[src/hdl/ufsm_pkg.sv]
package ufsm_pkg;

  // Width of one parent value and of the element/value fields.
  localparam int VAL_W = 10;

  typedef logic [VAL_W-1:0] val_t;

  typedef enum logic [2:0] {
    ST_IDLE,
    ST_WRAP1,
    ST_WRAP2,
    ST_READ,
    ST_CMP,
    ST_WRITE,
    ST_DONE
  } state_t;

  // Table write selection.
  typedef enum logic [1:0] {
    WR_NONE,
    WR_SPLICE1,
    WR_SPLICE2,
    WR_LOAD
  } wr_t;

  // Result register source.
  typedef enum logic [1:0] {
    RES_HOLD,
    RES_P1,
    RES_P2,
    RES_LOADV
  } res_t;

  typedef struct packed {
    logic take_in;
    logic adv1;
    logic adv2;
    logic cur_ld;
    wr_t  wr;
    res_t res;
    logic out_ld;
  } cmd_t;

  typedef struct packed {
    logic is_merge;
    logic p_eq;
    logic p1_lt;
    logic root1;
    logic root2;
    logic out_free;
  } sts_t;

endpackage

[src/hdl/ufsm_ctrl.sv]
module ufsm_ctrl (
  input  logic            clk,
  input  logic            rst,
  input  logic            in_valid,
  input  ufsm_pkg::sts_t  sts,
  output ufsm_pkg::cmd_t  cmd,
  output ufsm_pkg::state_t state
);

  import ufsm_pkg::*;

  state_t state_next;
  logic   walk_end;

  // The spliced cursor was a root, or both parents already agree.
  assign walk_end = sts.p_eq || (sts.p1_lt && sts.root1) || (!sts.p1_lt && sts.root2);

  always_ff @(posedge clk) begin
    if (rst) begin
      state <= ST_IDLE;
    end else begin
      state <= state_next;
    end
  end

  always_comb begin
    state_next = state;
    case (state)
      ST_IDLE: begin
        if (in_valid) begin
          state_next = ST_WRAP1;
        end
      end
      ST_WRAP1: state_next = ST_WRAP2;
      ST_WRAP2: state_next = sts.is_merge ? ST_READ : ST_WRITE;
      ST_READ:  state_next = ST_CMP;
      ST_CMP:   state_next = walk_end ? ST_DONE : ST_WRAP1;
      ST_WRITE: state_next = ST_DONE;
      ST_DONE: begin
        if (sts.out_free) begin
          state_next = ST_IDLE;
        end
      end
      default:  state_next = ST_IDLE;
    endcase
  end

  always_comb begin
    cmd = '0;
    cmd.wr = WR_NONE;
    cmd.res = RES_HOLD;
    case (state)
      ST_IDLE: begin
        cmd.take_in = in_valid;
      end
      ST_WRAP2: begin
        cmd.cur_ld = 1'b1;
      end
      ST_CMP: begin
        if (sts.p_eq) begin
          cmd.res = RES_P1;
        end else if (sts.p1_lt) begin
          cmd.wr = WR_SPLICE1;
          if (sts.root1) begin
            cmd.res = RES_P2;
          end else begin
            cmd.adv1 = 1'b1;
          end
        end else begin
          cmd.wr = WR_SPLICE2;
          if (sts.root2) begin
            cmd.res = RES_P1;
          end else begin
            cmd.adv2 = 1'b1;
          end
        end
      end
      ST_WRITE: begin
        cmd.wr = WR_LOAD;
        cmd.res = RES_LOADV;
      end
      ST_DONE: begin
        cmd.out_ld = sts.out_free;
      end
      default: begin
        cmd = '0;
      end
    endcase
  end

endmodule

[config.mk]
export PLATFORM = sky130hd
export DESIGN_NAME = ufsm_ctrl
export DESIGN_NICKNAME = d
export VERILOG_FILES = /design/src/hdl/ufsm_pkg.sv /design/src/hdl/ufsm_ctrl.sv
export SDC_FILE = /design/constraint.sdc
export NUM_CORES = 1
export LEC_CHECK = 0
export ABC_AREA = 1
export BUFFER_PORTS_ARGS = -buffer_cell sky130_fd_sc_hd__buf_4
export CORE_AREA = 3 3 40 42
export DETAILED_ROUTE_END_ITERATION = 8
export DIE_AREA = 0 0 43 45
export PLACE_DENSITY = 0.52
export REMOVE_ABC_BUFFERS = 1
export SLEW_MARGIN = 20
export SYNTH_ARGS = -nofsm -noshare
export SYNTH_HDL_FRONTEND = slang
export SYNTH_SLANG_ARGS = --single-unit
[constraint.sdc]
create_clock -name clk -period 1.05 [get_ports clk]
set_clock_uncertainty 0.1 [all_clocks]
set_input_delay 0.0525 -clock clk [delete_from_list [all_inputs] [get_ports clk]]
set_output_delay 0.0525 -clock clk [all_outputs]
set_load 0.05 [all_outputs]
## Yosys cells after proc, flatten, opt, wreduce, memory -nomap -nowiden

Cells that the tools add are included.
W data, S select, Z words.

| storage, ports and cells | value |
|---|---|
| memories | 0 |
| bits in registers | 3 |
| bits in read-only memories | 0 |
| RAM bits | 0 |
| bits in latches | 0 |
| logic and storage cells | 36 |

| operators by class | value |
|---|---|
| mux-type cells | 20 |
| equality and inequality tests | 8 |
| magnitude comparators | 0 |
| divide/modulo/power cells | 0 |
| bitwise operators | 0 |
| multipliers | 0 |
| shift-type cells | 0 |
| reduce and logical (&&, ||, !) cells | 7 |
| add/subtract/negate cells | 0 |

Operators with widths:

| cell | number |
|---|---|
| $pmux W3 S7 | 1 |
| $mux W3 | 4 |
| $mux W2 | 5 |
| $eq A3 B3 Y1 const B | 3 |
| $mux W1 | 8 |
| $pmux W4 S2 | 1 |
| $eq A3 B2 Y1 const B | 2 |
| $mux W4 | 1 |
| $ne A2 B2 Y1 const B | 2 |
| $eq A3 B1 Y1 const B | 1 |
| $logic_not A3 Y1 | 1 |
| $logic_and A1 B1 Y1 | 2 |
| $logic_or A1 B1 Y1 | 2 |
| $reduce_and A2 Y1 | 1 |
| $logic_not A1 Y1 | 1 |

## Longest topological paths before layout

| depth | value |
|---|---|
| depth in word-level cells | 5 |
| mapped depth | 7 |
| mapped depth without buffers | 7 |

## Worst setup path before layout

No wires, ideal clock.

| timing | value |
|---|---|
| path type | register -> output |
| start point | reg state[1] |
| end point | out cmd[0] (netlist name) |
| stages on the path, launching flop included | 3 |
| data required time | 897 ps |
| slack | -1500 ps |
| data arrival time | 2397 ps |
| path buffers | 0 |
| path through | dfxtp_1 > inv_1 > nor4_1 |

RTL lines:

| element | line | text |
|---|---|---|
| start, declared | ufsm_ctrl.sv:7 | `output ufsm_pkg::state_t state` |
| start signal, assigned | ufsm_ctrl.sv:22 | `state <= state_next;` |
| end, declared | ufsm_ctrl.sv:6 | `output ufsm_pkg::cmd_t cmd,` |

==> impl_metrics.toml <==
[status]
outcome = "finished with violations"
violations = "negative setup slack"

[critical_path]
critPathKind = "reg -> out"
slowest_stage = "dfxtp_4"
cp_data_required_time_ps = 900
cp-start-kind = "flop"
cp_top_family = "flip-flops"
crit_fanout = 4
crit_buf_inv = 2
cp_cell_sequence = "nor2_4 > nand2_2 > inv_2 > nand3_2 > nor2_2 > buf_6"
arrival_ps = 1170
crit_path_end_kind = "output port"
worst_path_largest_cell_delay_ps = 360

[floorplan]
rows = 13
die-area_um2 = 1940
core_area_um2 = 1280
initial_utilization_pct = 21.7
dieWidth_um = 43
die_h_um = 45
io_pins = 21

[logic_synthesis]
synth_top_area_cell = "dfxtp_1"
synth.distinct_cells = 15
ys_ff_latch = 3
synth.most_common_cell = "nand2_1"
syn-cell-area_um2 = 279
synth-xor-area-share_pct = 0
synth_compound_area_share_pct = 11.2
synth_warnings = 0
yosysSeqAreaShare_pct = 21.5
syn_inst = 51
synth-main-ff-cell = "dfxtp_1"
synthSimpleGateAreaFrac_pct = 49.8
synth_area_leaders = "dfxtp_1, nand2_1, inv_1"
synthMuxAreaShare_pct = 0
synthTopCellsByCount = "nand2_1, inv_1, nor2_1, nand3_1"
synth-edff-count = 0
avgSynthCellArea_um2 = 5.47
synthAdderAreaFrac_pct = 0
synth_top_family_by_area = "simple AND/OR/NAND/NOR gates"
async_reset_ff_share_pct = 0
yosysTopAreaCellShare_pct = 21.5

[final_layout]
antenna-diode-count = 0
top_register = "state"
area.growth.synth_to_final_pct = 143
fin_cells = 100
drive_above_1_share_pct = 61.2
fill_cells = 135
nNetsFinal = 95
fin_util_pct = 52.9
top_regs = "state x3"
final_area_um2 = 679
largest_register_ffs = 3

[routing]
wl_per_cell_um = 9.18
drc = 0
firstDrtPassIters = 2
routed_wl_um = 918
vias_per_cell = 4.34
first_iter_violations = 6
ant_nets = 0
via_count = 434

[clock_network]
cts_inserted_buffers = 3
cts_num_sinks = 3
cts_max_level = 1
clkLatencyLatePin_ps = 230
clockBufferDepth = 2
cts-root-buf = "clkbuf_4"
cts_tree = "yes"
clkSlewWorstSetupHoldPaths_ps = 40

[timing]
finalHoldViolCount = 0
tightest_slew_ps = 207
final-max-slew-violation-count = 0
max-slew-margin-rel_pct = 86.1
period_needed_ps = 1320
fin_setup_tns_ps = -2490
clock.fmax_ghz = 0.756
setup_viol_count_final = 14
min_period_over_period_pct = 126
setup_ws_ps = -273
grt_setup_unrepaired = "true"

[global_route]
met1_usage_pct = 12.0
grt_max_degree = 7
grt-ovfl-total = 0
grt_pass1_wl_mm = 1.53
use_met3_pct = 2.39
antenna_found_initial = 0
busiest_layer = "met2"
grt_use_met2_pct = 18.3
grt_pass1_vias = 413
grtUsageTotal_pct = 10.5

[place]
placed_cell_area_um2 = 500
hpwlAfterDp_um = 725
dpl.cell_count = 93
port-buffer-count = 20
gp_congestion = 0.851

[power_and_ir_drop]
ir_drop_mv = 1.03
p_leak_uw = 0.000366
powerDensity_nw_per_um2 = 2400

[hold_path]
hold_path.class = "in -> reg"

[run]
maxCapViolations = 0
-- layout make-up --
| class | count | area (um^2) | share of cell area (%) |
|---|---|---|---|
| Inverter | 13 | 48.8 | 7.18 |
| Timing Repair Buffer | 30 | 295 | 43.5 |
| Multi-Input combinational cell | 35 | 221 | 32.6 |
| Tap cell | 15 | 18.8 | 2.76 |
| Sequential cell | 3 | 68.8 | 10.1 |
| Clock buffer | 4 | 26.3 | 3.87 |
-- what timing repair did --
action	CTS	global route
pin swaps	5	7
setup endpoints to repair	15	14
cloned	0	0
endpoints found under the hold margin	2	0
hold buffers	1	0
gates resized for setup	35	2
setup buffers	1	1
-- kinds of logic after synthesis --
| family | count (synthesis) |
|---|---|
| simple gates | 31 |
| buf+inv | 13 |
| compound gates | 4 |
| flops | 3 |
-- worst register-to-register path: cells and delay by family, from the launching register on --
kind                   cells  cell delay (ps)
buffers and inverters      2              220
AO/OA/AOI/OAI              1              110
AND/OR/NAND/NOR            2              180
flip-flops                 1              380
-- cell usage in the layout, fill, tap and decap left out, types with 3 or more instances in the layout --
cell,count
nand3_1,3
buf_8,3
nand2_1,12
buf_4,14
inv_2,4
nor2_1,3
buf_6,12
nor2_2,3
inv_1,9
clkbuf_4,3
-- per-layer routing --
metal | up-vias | routed length, um
met2 | 16 | 486
li1 | 228 | -
met1 | 188 | 351
met4 | 0 | 15
met5 | - | 0
met3 | 2 | 65
-- final timing paths --
path                    to  slack (ps)  cells past startpoint  startpoint
setup / recovery    cmd[6]        -270                      6    state[1]
hold / removal    state[0]          30                      3    in_valid
setup reg to reg  state[0]         -50                      5    state[1]
hold reg to reg   state[2]         610                      5    state[1]
-- power by group --
| part | total [uW] | switching, uW | internal (uW) |
|---|---|---|---|
| Clock | 205 | 62.8 | 143 |
| Sequential | 246 | 74.7 | 172 |
| Combinational | 1180 | 660 | 518 |
| Total | 1630 | 797 | 833 |
-- per-stage QoR --
| step | total power [uW] | setup WS [ps] | hold WS (ps) |
|---|---|---|---|
| final | 1630 | -273 | 28.5 |
| after global routing | 1740 | -360 | 45.2 |
| after CTS | 1610 | -313 | 30.3 |
| after detailed placement | 1120 | -96.6 | 222 |
| after global placement | 1120 | -151 | 217 |
| after floorplan | 763 | -1500 | 118 |
Power figures use the tool's default switching activity.
